==> src/hw/rtl/i2cm_pkg.sv <==
// Shared types and codes for the I2C master bit engine.
package i2cm_pkg;

  // Command codes carried on s_tuser
  typedef enum logic [1:0] {
    FUNC_START = 2'd0,
    FUNC_STOP  = 2'd1,
    FUNC_WRITE = 2'd2,
    FUNC_READ  = 2'd3
  } func_t;

  // Configuration register indexes
  typedef enum logic {
    REG_PHASE_TICKS    = 1'b0,
    REG_ACK_POLL_LIMIT = 1'b1
  } reg_idx_t;

  localparam logic [15:0] PHASE_TICKS_RST    = 16'd100;
  localparam logic [7:0]  ACK_POLL_LIMIT_RST = 8'd250;
  localparam int          DATA_BITS          = 8;

  // Pin sequencer steps
  typedef enum logic [4:0] {
    ST_IDLE     = 5'd0,
    ST_ST_A     = 5'd1,
    ST_ST_B     = 5'd2,
    ST_ST_C     = 5'd3,
    ST_SP_A     = 5'd4,
    ST_SP_B     = 5'd5,
    ST_SP_C     = 5'd6,
    ST_WR_D     = 5'd7,
    ST_WR_H     = 5'd8,
    ST_ACK_REL  = 5'd9,
    ST_ACK_H    = 5'd10,
    ST_ACK_POLL = 5'd11,
    ST_ACK_L    = 5'd12,
    ST_TO_A     = 5'd13,
    ST_TO_B     = 5'd14,
    ST_TO_C     = 5'd15,
    ST_TO_D     = 5'd16,
    ST_RD_H     = 5'd17,
    ST_RD_L     = 5'd18,
    ST_RK_D     = 5'd19,
    ST_RK_H     = 5'd20,
    ST_RK_L     = 5'd21,
    ST_RK_R     = 5'd22
  } step_t;

  typedef struct packed {
    logic [15:0] phase_ticks;
    logic [7:0]  ack_poll_limit;
  } cfg_t;

  typedef struct packed {
    logic       cmd_valid;
    func_t      func;
    logic [7:0] wr_data;
    logic       send_ack;
    logic       sda_in;
  } tick_t;

  typedef struct packed {
    logic       no_ack;
    logic [7:0] rd_data;
    logic       done_res;
    logic       busy_res;
    logic       sda_out;
    logic       scl_out;
  } res_t;

endpackage

==> src/hw/rtl/i2c_master_bit_engine.sv <==
// Top level of the I2C master bit engine: config, stream ports, output register.
// Usage:
//   Slave channel (s_*): one transfer per bus clock tick. It carries the
//   sampled SDA level and, optionally, a command (cmd_valid set) picked by
//   s_tuser: start, stop, write byte, read byte. Commands seen while a
//   sequence runs are ignored.
//   Master channel (m_*): exactly one result transfer per input transfer,
//   holding the SCL/SDA drive levels, busy, done, last read byte and the
//   no-acknowledge flag as they stand after that tick.
//   Config port: cfg_we with cfg_index/cfg_wdata writes phase_ticks
//   (index 0) or ack_poll_limit (index 1, low 8 bits).
//   Write only while the engine is idle.
// Timing:
//   A result is registered and appears on m_* the cycle after its input
//   is taken. Throughput is one tick per cycle while m_* is not stalled;
//   the sequencer state and output register both update in the accept cycle.
// Reset (rst, synchronous): sequencer idle, both lines released, config
//   back to 100 ticks per phase and 250 polls, output register empty.
// Stall: when m_tready is low with a result pending, s_tready drops and
//   the held result stays until taken; no tick is lost or repeated.
module i2c_master_bit_engine
  import i2cm_pkg::*;
(
  input  logic        clk,
  input  logic        rst,
  // slave channel
  input  logic        s_tvalid,
  output logic        s_tready,
  input  logic [15:0] s_tdata,  // cmd_valid[0], wr_data[8:1], send_ack[9], sda_in[10]
  input  logic [1:0]  s_tuser,  // func[1:0]
  // master channel
  output logic        m_tvalid,
  input  logic        m_tready,
  output logic [15:0] m_tdata,  // scl_out[0], sda_out[1], busy_res[2], done_res[3],
                                // rd_data[11:4], no_ack[12]
  // config write port
  input  logic        cfg_we,
  input  reg_idx_t    cfg_index,
  input  logic [15:0] cfg_wdata
);

  cfg_t  cfg;
  tick_t tick;
  res_t  res;
  res_t  out_res;
  logic  take;

  // config registers
  always_ff @(posedge clk) begin
    if (rst) begin
      cfg.phase_ticks    <= PHASE_TICKS_RST;
      cfg.ack_poll_limit <= ACK_POLL_LIMIT_RST;
    end else if (cfg_we) begin
      unique case (cfg_index)
        REG_PHASE_TICKS:    cfg.phase_ticks    <= cfg_wdata;
        REG_ACK_POLL_LIMIT: cfg.ack_poll_limit <= cfg_wdata[7:0];
        default: ;
      endcase
    end
  end

  // unpack the tick
  always_comb begin
    tick.cmd_valid = s_tdata[0];
    tick.func      = func_t'(s_tuser);
    tick.wr_data   = s_tdata[8:1];
    tick.send_ack  = s_tdata[9];
    tick.sda_in    = s_tdata[10];
  end

  // free output slot or the pending result leaves this cycle
  assign s_tready = !m_tvalid || m_tready;
  assign take     = s_tvalid && s_tready;

  i2cm_seq u_seq (
    .clk     (clk),
    .rst     (rst),
    .step_en (take),
    .cfg     (cfg),
    .tick    (tick),
    .res     (res)
  );

  // result register
  always_ff @(posedge clk) begin
    if (rst) begin
      m_tvalid <= 1'b0;
    end else if (take) begin
      m_tvalid <= 1'b1;
    end else if (m_tready) begin
      m_tvalid <= 1'b0;
    end
  end

  always_ff @(posedge clk) begin
    if (take) begin
      out_res <= res;
    end
  end

  assign m_tdata = {3'b000, out_res.no_ack, out_res.rd_data, out_res.done_res,
                    out_res.busy_res, out_res.sda_out, out_res.scl_out};

  a_take_gives_result: assert property (@(posedge clk) disable iff (rst)
    take |=> m_tvalid)
    else $error("accepted tick produced no result");

  a_empty_ready: assert property (@(posedge clk) disable iff (rst)
    !m_tvalid |-> s_tready)
    else $error("input stalled with empty output register");

  a_done_not_busy: assert property (@(posedge clk) disable iff (rst)
    m_tvalid && out_res.done_res |-> !out_res.busy_res)
    else $error("done result flagged busy");

endmodule

==> src/hw/rtl/i2cm_seq.sv <==
// Pin sequencer: advances the bus state by one tick per transfer.
module i2cm_seq
  import i2cm_pkg::*;
(
  input  logic  clk,
  input  logic  rst,
  input  logic  step_en,
  input  cfg_t  cfg,
  input  tick_t tick,
  output res_t  res
);

  step_t       step, step_next;
  logic [15:0] wait_count, wait_count_next;
  logic [7:0]  poll_count, poll_count_next;
  logic [3:0]  bit_index, bit_index_next;
  logic [7:0]  shift_byte, shift_byte_next;
  logic        ack_choice, ack_choice_next;
  logic        timeout_flag, timeout_flag_next;
  logic        scl_level, scl_level_next;
  logic        sda_level, sda_level_next;
  logic [7:0]  read_hold, read_hold_next;
  logic        done_now;
  logic [15:0] reload;
  logic [3:0]  bit_inc;

  // wait loaded on entering a step; zero length counts as one tick
  assign reload  = (cfg.phase_ticks == 16'd0) ? 16'd0 : cfg.phase_ticks - 16'd1;
  assign bit_inc = bit_index + 4'd1;

  always_ff @(posedge clk) begin
    if (rst) begin
      step         <= ST_IDLE;
      wait_count   <= '0;
      poll_count   <= '0;
      bit_index    <= '0;
      shift_byte   <= '0;
      ack_choice   <= 1'b0;
      timeout_flag <= 1'b0;
      scl_level    <= 1'b1;
      sda_level    <= 1'b1;
      read_hold    <= '0;
    end else if (step_en) begin
      step         <= step_next;
      wait_count   <= wait_count_next;
      poll_count   <= poll_count_next;
      bit_index    <= bit_index_next;
      shift_byte   <= shift_byte_next;
      ack_choice   <= ack_choice_next;
      timeout_flag <= timeout_flag_next;
      scl_level    <= scl_level_next;
      sda_level    <= sda_level_next;
      read_hold    <= read_hold_next;
    end
  end

  always_comb begin
    step_next         = step;
    wait_count_next   = wait_count;
    poll_count_next   = poll_count;
    bit_index_next    = bit_index;
    shift_byte_next   = shift_byte;
    ack_choice_next   = ack_choice;
    timeout_flag_next = timeout_flag;
    scl_level_next    = scl_level;
    sda_level_next    = sda_level;
    read_hold_next    = read_hold;
    done_now          = 1'b0;

    if (step == ST_IDLE) begin
      if (tick.cmd_valid) begin
        wait_count_next = reload;
        unique case (tick.func)
          FUNC_START: begin
            sda_level_next = 1'b1;
            scl_level_next = 1'b1;
            step_next      = ST_ST_A;
          end
          FUNC_STOP: begin
            sda_level_next = 1'b0;
            step_next      = ST_SP_A;
          end
          FUNC_WRITE: begin
            shift_byte_next   = tick.wr_data;
            bit_index_next    = '0;
            timeout_flag_next = 1'b0;
            sda_level_next    = tick.wr_data[DATA_BITS-1];
            step_next         = ST_WR_D;
          end
          FUNC_READ: begin
            shift_byte_next = '0;
            bit_index_next  = '0;
            ack_choice_next = tick.send_ack;
            scl_level_next  = 1'b1;
            step_next       = ST_RD_H;
          end
          default: ;
        endcase
      end
    end else if (wait_count != 16'd0) begin
      wait_count_next = wait_count - 16'd1;
    end else begin
      wait_count_next = reload;
      unique case (step)
        ST_ST_A: begin sda_level_next = 1'b0; step_next = ST_ST_B; end
        ST_ST_B: begin scl_level_next = 1'b0; step_next = ST_ST_C; end
        ST_SP_A: begin scl_level_next = 1'b1; step_next = ST_SP_B; end
        ST_SP_B: begin sda_level_next = 1'b1; step_next = ST_SP_C; end
        ST_WR_D: begin scl_level_next = 1'b1; step_next = ST_WR_H; end
        ST_WR_H: begin
          scl_level_next  = 1'b0;
          shift_byte_next = {shift_byte[6:0], 1'b0};
          bit_index_next  = bit_inc;
          if (bit_inc < 4'(DATA_BITS)) begin
            sda_level_next = shift_byte[6];
            step_next      = ST_WR_D;
          end else begin
            sda_level_next = 1'b1;
            step_next      = ST_ACK_REL;
          end
        end
        ST_ACK_REL: begin
          scl_level_next  = 1'b1;
          poll_count_next = '0;
          step_next       = ST_ACK_H;
        end
        ST_ACK_H, ST_ACK_POLL: begin
          if (!tick.sda_in) begin
            scl_level_next = 1'b0;
            step_next      = ST_ACK_L;
          end else if (poll_count >= cfg.ack_poll_limit) begin
            // no acknowledge in time: release with a STOP
            timeout_flag_next = 1'b1;
            sda_level_next    = 1'b0;
            step_next         = ST_TO_A;
          end else begin
            poll_count_next = poll_count + 8'd1;
            step_next       = ST_ACK_POLL;
          end
        end
        ST_TO_A: begin scl_level_next = 1'b1; step_next = ST_TO_B; end
        ST_TO_B: begin sda_level_next = 1'b1; step_next = ST_TO_C; end
        ST_TO_C: begin scl_level_next = 1'b0; step_next = ST_TO_D; end
        ST_RD_H: begin
          shift_byte_next = {shift_byte[6:0], tick.sda_in};
          scl_level_next  = 1'b0;
          bit_index_next  = bit_inc;
          step_next       = ST_RD_L;
        end
        ST_RD_L: begin
          if (bit_index < 4'(DATA_BITS)) begin
            scl_level_next = 1'b1;
            step_next      = ST_RD_H;
          end else begin
            read_hold_next = shift_byte;
            sda_level_next = !ack_choice;
            step_next      = ST_RK_D;
          end
        end
        ST_RK_D: begin scl_level_next = 1'b1; step_next = ST_RK_H; end
        ST_RK_H: begin scl_level_next = 1'b0; step_next = ST_RK_L; end
        ST_RK_L: begin
          if (ack_choice) begin
            sda_level_next = 1'b1;
            step_next      = ST_RK_R;
          end else begin
            step_next       = ST_IDLE;
            wait_count_next = '0;
            done_now        = 1'b1;
          end
        end
        default: begin
          // closing steps of each sequence, but a read sending no ack closes in ST_RK_L
          step_next       = ST_IDLE;
          wait_count_next = '0;
          done_now        = 1'b1;
        end
      endcase
    end
  end

  always_comb begin
    res.scl_out  = scl_level_next;
    res.sda_out  = sda_level_next;
    res.busy_res = (step_next != ST_IDLE);
    res.done_res = done_now;
    res.rd_data  = read_hold_next;
    res.no_ack   = timeout_flag_next;
  end

  a_done_to_idle: assert property (@(posedge clk) disable iff (rst)
    step_en && done_now |=> step == ST_IDLE)
    else $error("sequencer not idle after done");

  a_idle_no_wait: assert property (@(posedge clk) disable iff (rst)
    step == ST_IDLE |-> wait_count == 16'd0)
    else $error("wait count pending while idle");

  a_bit_range: assert property (@(posedge clk) disable iff (rst)
    bit_index <= 4'(DATA_BITS))
    else $error("bit index past byte end");

endmodule
==> config.mk <==
export PLATFORM = sky130hd
export DESIGN_NAME = i2c_master_bit_engine
export DESIGN_NICKNAME = d
export VERILOG_FILES = /design/src/hw/rtl/i2cm_pkg.sv /design/src/hw/rtl/i2c_master_bit_engine.sv /design/src/hw/rtl/i2cm_seq.sv
export SDC_FILE = /design/constraint.sdc
export NUM_CORES = 1
export LEC_CHECK = 0
export BUFFER_PORTS_ARGS = -buffer_cell sky130_fd_sc_hd__buf_4
export CORE_UTILIZATION = 31
export DETAILED_ROUTE_END_ITERATION = 12
export SLEW_MARGIN = 0
export SYNTH_ARGS = -nofsm -noshare
export SYNTH_HDL_FRONTEND = slang
export SYNTH_SLANG_ARGS = --single-unit
==> constraint.sdc <==
create_clock -name clk -period 6.1 [get_ports clk]
set_input_delay 1.525 -clock clk [delete_from_list [all_inputs] [get_ports clk]]
set_output_delay 1.525 -clock clk [all_outputs]
set_load 0.03 [all_outputs]
== After elaboration in Yosys (flattened, before gate mapping) ==
Cells that the tools add are included.
Word-level totals
  memory bits (read-only): 0
  bits in registers: 91
  input port bits: 40
  output and inout bits: 18
  memories: 0
  bits in latches: 0
  bits in writable memories: 0
Operators by class
  div/mod/pow operators: 0
  reductions and logical operators: 29
  magnitude comparators: 3
  bitwise gates (word level): 3
  multiplexer cells: 61
  add/subtract/negate cells: 4
  equal/unequal tests: 26
  shifts and indexed selects: 0
  multipliers: 0
Operator list (count)
  $mux W16: 5
  $pmux W5 S16: 1
  $mux W8: 9
  $pmux W8 S2: 3
  $eq A5 B4 Y1 const B: 7
  $pmux W16 S2: 1
  $sub A16 B1 Y16 const B: 2
  $eq A5 B5 Y1 const B: 5
  $mux W5: 5
  $mux W1: 24
  $mux W4: 6
  $pmux W5 S4: 1
  $logic_not A16 Y1: 1
  $reduce_bool A16 Y1: 1
  $reduce_or A16 Y1: 1
  $eq A5 B3 Y1 const B: 3
  $reduce_or A2 Y1: 6
  $reduce_and A5 Y1: 2
  $reduce_or A5 Y1: 2
  $add A8 B1 Y8 const B: 1
  $ge A8 B8 Y1: 1
  $lt A4 B4 Y1 const B: 2
  $ne A2 B2 Y1 const B: 4
  $pmux W1 S6: 1
  24 further kinds: 32

== Longest topological paths before layout ==
  depth in word-level cells: 7
  gate-level depth with buffers: 11

== Hierarchy ==
Synthesis repeated with hierarchy kept, for this count alone.
Second synthesis, totals
  cell total of the unflattened synthesis: 703
  area total of the unflattened synthesis: 5799.3 µm²
Modules (own cells, without submodules)
  i2cm_seq: seq. area each 1061.0 µm², area an instance 4297.9 µm², cells each 580, instances 1
  i2c_master_bit_engine: seq. area each 890.9 µm², area an instance 1501.4 µm², cells each 123, instances 1

== Least setup slack after synthesis ==
Ideal clock, no wire load.
  kind: input -> register
  start: input m_tready
  end: register u_seq.wait_count[15]
  path slack: 2.260 ns
  cell stages on the path: 8
  data arrival time: 3.766 ns
  path through: nand2b_1 nand2_1 inv_1 clkbuf_1 o21ai_1 a21oi_1 nand2_1 o21ai_0
On the way
  cells in the longest elaborated chain, start to end: 3
Ends and longest elaborated chain
  start: declaration: line i2c_master_bit_engine.sv:33  | input logic m_tready,
  $logic_or A1 B1 Y1: line i2c_master_bit_engine.sv:72  | assign s_tready = !m_tvalid || m_tready;
  $logic_and A1 B1 Y1: line i2c_master_bit_engine.sv:73  | assign take = s_tvalid && s_tready;
  named net take: line i2c_master_bit_engine.sv:46  | logic take;
  $reduce_and A2 Y1 (no source line)
  end signal: assignment: line i2cm_seq.sv:45  | wait_count <= wait_count_next;
  end: declaration: line i2cm_seq.sv:14  | logic [15:0] wait_count, wait_count_next;
The timed path passes the listed nets, and every way through them passes these cells.
A chain may end at the register's enable or synchronous reset.

== Worst setup path after layout ==
  start: input m_tready
  end: output s_tready
On the way
  cells in the longest elaborated chain, start to end: 1
Ends and longest elaborated chain
  $logic_or A1 B1 Y1: line i2c_master_bit_engine.sv:72
  end: declaration: line i2c_master_bit_engine.sv:28  | output logic s_tready,
No other way between the ends.

==> results.sh <==
export IMPL_grt_pass1_vias=4609
export IMPL_dieHeight_microns=135.4
export IMPL_required_ns=4.58
export IMPL_fin_worst_skew_ns=0.007102
export IMPL_port_buffers=49
export IMPL_ys_async_sr_fraction_pct=0
export IMPL_drive_gt1_share_pct=12.85
export IMPL_start_kind="input pin"
export IMPL_synth_edff_count=13
export IMPL_final_min_clock_period_ns=3.515
export IMPL_p_switching_mw=0.8299
export IMPL_ys_warnings_count=0
export IMPL_io_pin_count=58
export IMPL_critical_path_arrival_ns=1.99
export IMPL_clk_pin_slew_worst_paths_ns=0.06
export IMPL_clockRootBuffer="clkbuf_16"
export IMPL_mappedNetlistArea_sq_mm=0.005518
export IMPL_multi_input_area_sq_mm=0.003241
export IMPL_clkLatencyLatePin_ns=0.36
export IMPL_outcome="complete, no violations"
export IMPL_synth_area_leaders="dfxtp_1 28%, edfxtp_1 7.1%, nand2_1 6.7%, a21oi_1 6.3%, ha_1 3.9%"
export IMPL_use_met3_pct=3.404
export IMPL_drv_cap=0
export IMPL_setup_tns_ns=0
export IMPL_start_util_pct=31.79
export IMPL_p_comb_share_pct=36.7
export IMPL_ys_seq_elements=91
export IMPL_use_met1_pct=22.12
export IMPL_synth_seq_area_share_pct=35.37
export IMPL_cts_tree="built"
export IMPL_nNetsFinal=776
export IMPL_final_seq_area_sq_mm=0.001952
export IMPL_drtIter0Drc=183
export IMPL_max_freq_mhz=284.5
export IMPL_endpoint="s_tready"
export IMPL_worst_pin_slew_ns=0.9355
export IMPL_vias=4989
export IMPL_die_area_sq_mm=0.01834
export IMPL_r2r_slack_ns=2.78
export IMPL_antenna_found_initial=0
export IMPL_die_w_microns=135.4
export IMPL_grt_pass1_wl_microns=23480
export IMPL_finalSetupViolations=0
export IMPL_hpwlAfterDp_microns=9864
export IMPL_powerDensity_mw_per_mm2=346.1
export IMPL_drv_slew=0
export IMPL_dp_cells=933
export IMPL_yosysUniqueCellTypes=74
export IMPL_synth_ff_type="dfxtp_1"
export IMPL_row_count=48
export IMPL_ir_worst_vdd_mv=0.1811
export IMPL_cts_hold_buf=0
export IMPL_grt_use_total_pct=16.27
export IMPL_path_max_fanout=4
export IMPL_use_met2_pct=25.30
export IMPL_synth_top_cell_area_share_pct=28.30
export IMPL_hold_class="register to register"
export IMPL_pwr_share_clk_pct=28.7
export IMPL_intPower_mw=1.354
export IMPL_final_cell_mix="99 x nand2_1, 78 x dfxtp_1, 70 x a21oi_1, 55 x nor2_1, 53 x buf_4"
export IMPL_fin_crit_sh_pct=57.63
export IMPL_globalRoute_busiestLayer="met2"
export IMPL_final_common_cell="nand2_1"
export IMPL_diodes=0
export IMPL_seqPwrFrac_pct=34.6
export IMPL_rsz0062_at_grt="false"
export IMPL_ant_nets=0
export IMPL_end_kind="output pin"
export IMPL_worstReg2RegStart="u_seq.wait_count[0]"
export IMPL_regToRegEndpoint="m_tdata[2]"
export IMPL_hold_violations=0
export IMPL_wl_per_cell_microns=14.86
export IMPL_p_leak_nw=2.390
export IMPL_gp_congestion=0.8765
export IMPL_vias_per_cell=5.257
export IMPL_startpoint="m_tready"
export IMPL_grt_max_degree=57
export IMPL_globalRouteOverflowTotal=0
export IMPL_core_sq_mm=0.01736
export IMPL_clockBufferDepth=2
export IMPL_clock_sinks=91
export IMPL_cts_resized=0
export IMPL_drcViolationCount=0
export IMPL_wl_microns=14100
export IMPL_stdcell_count=949
export IMPL_ff2ff_path_depth=8
export IMPL_h_tree_depth=3
export IMPL_numCtsBuffers=9
export IMPL_yosys_area_top_type="dfxtp_1"
export IMPL_synthCells=700
export IMPL_fillers=1810
export IMPL_relSlewSlack_pct=37.51
export IMPL_syn_avg_cell_area_sq_um=7.883
export IMPL_area_growth_pct=14.38
export IMPL_postCtsSetupRepairBufs=0
export IMPL_drtPass1Iterations=5
export IMPL_total_power_mw=2.184
export IMPL_critical_path_class="input pin to output pin"
export IMPL_p_sw_share_pct=38.00
-- metal layers --
| layer | vias to the layer above | wire [microns] |
|---|---|---|
| met5 | - | 0 |
| met4 | 0 | 250 |
| met3 | 14 | 752 |
| met2 | 140 | 6288 |
| met1 | 2287 | 6806 |
| li1 | 2548 | - |
-- cells by family (layout without fill, tap and decap cells) --
group / after synthesis / after routing / share of synthesized area, %
AND/OR/NAND/NOR: 295 / 295 / 26.83
multiplexers: 17 / 17 / 3.333
AO/OA/AOI/OAI: 178 / 178 / 20.54
XOR/XNOR: 25 / 25 / 3.968
adder cells (fa/ha/maj): 17 / 17 / 3.855
other: 1 / 3 / 0.06796
flip-flops: 91 / 91 / 35.37
buffers and inverters: 76 / 98 / 6.032
-- final cells by class --
cell class                 count  area share [%]
sequential                    91           30.93
multi-input combinational    535           51.35
timing repair buffer          53           6.305
inverter                      29           1.725
clock buffer                  12           4.084
tap                          225           4.461
clock inverter                 4           1.150
-- worst min path at each step --
stage | from | endpoint | slack, ns | depth (start not counted)
finish | u_seq.read_hold[1] | u_seq.read_hold[1] | 0.45 | 2
global route | u_seq.read_hold[2] | u_seq.read_hold[2] | 0.46 | 2
floorplan | u_seq.read_hold[7] | u_seq.read_hold[7] | 0.43 | 2
CTS | u_seq.read_hold[2] | u_seq.read_hold[2] | 0.45 | 2
global placement | u_seq.read_hold[5] | u_seq.read_hold[5] | 0.44 | 2
detailed placement | u_seq.read_hold[2] | u_seq.read_hold[2] | 0.44 | 2
-- through the flow --
step / instance area (sq um) / setup WS, ns / hold WS [ns] / util (%)
4_1_cts: 6311 / 2.585 / 0.4503 / 36.36
6_report: 6311 / 2.585 / 0.4482 / 36.36
3_3_place_gp: 5981 / 2.421 / 0.4372 / 34.46
5_1_grt: 6311 / 2.549 / 0.4620 / 36.36
3_5_place_dp: 5981 / 2.434 / 0.4416 / 34.46
2_1_floorplan: 5525 / 2.260 / 0.4294 / -
-- worst max-delay path, cell delays in order --
cell and delay (ns):
buf_4 0.10, nand2b_1 0.17, buf_4 0.19
-- state kept, by name, indices dropped and copies added, names as in the netlist, 4 cells and up --
| signal | cells |
|---|---|
| cfg | 24 |
| u_seq.wait_count | 16 |
| m_tdata | 13 |
| u_seq.poll_count | 8 |
| u_seq.read_hold | 8 |
| u_seq.shift_byte | 8 |
| u_seq.step | 5 |
| u_seq.bit_index | 4 |
-- cell usage after synthesis, drive strengths merged (5+ instances only) --
cell type / number
nand2: 99
dfxtp: 78
a21oi: 71
nor2: 56
nand3: 36
clkbuf: 33
o21ai: 33
inv: 28
nor3: 23
ha: 17
xnor2: 15
a211oi: 14
buf: 14
edfxtp: 13
nand2b: 12
and3: 11
mux2: 11
nor2b: 10
xor2: 10
a2111oi: 9
nand4: 9
nor4: 8
o211ai: 8
a22oi: 7
and2: 7
mux2i: 6
or4: 5
-- power groups by stage --
stage               registers, mW  clock network (mW)  logic, mW
floorplan                   0.752                   0      0.629
global placement            0.766                   0      0.797
CTS                         0.754               0.639      0.799
detailed placement          0.767                   0      0.794
global route                0.767               0.662      0.890
finish                      0.755               0.626      0.802
Note: power is estimated with default switching activity, not from simulation.
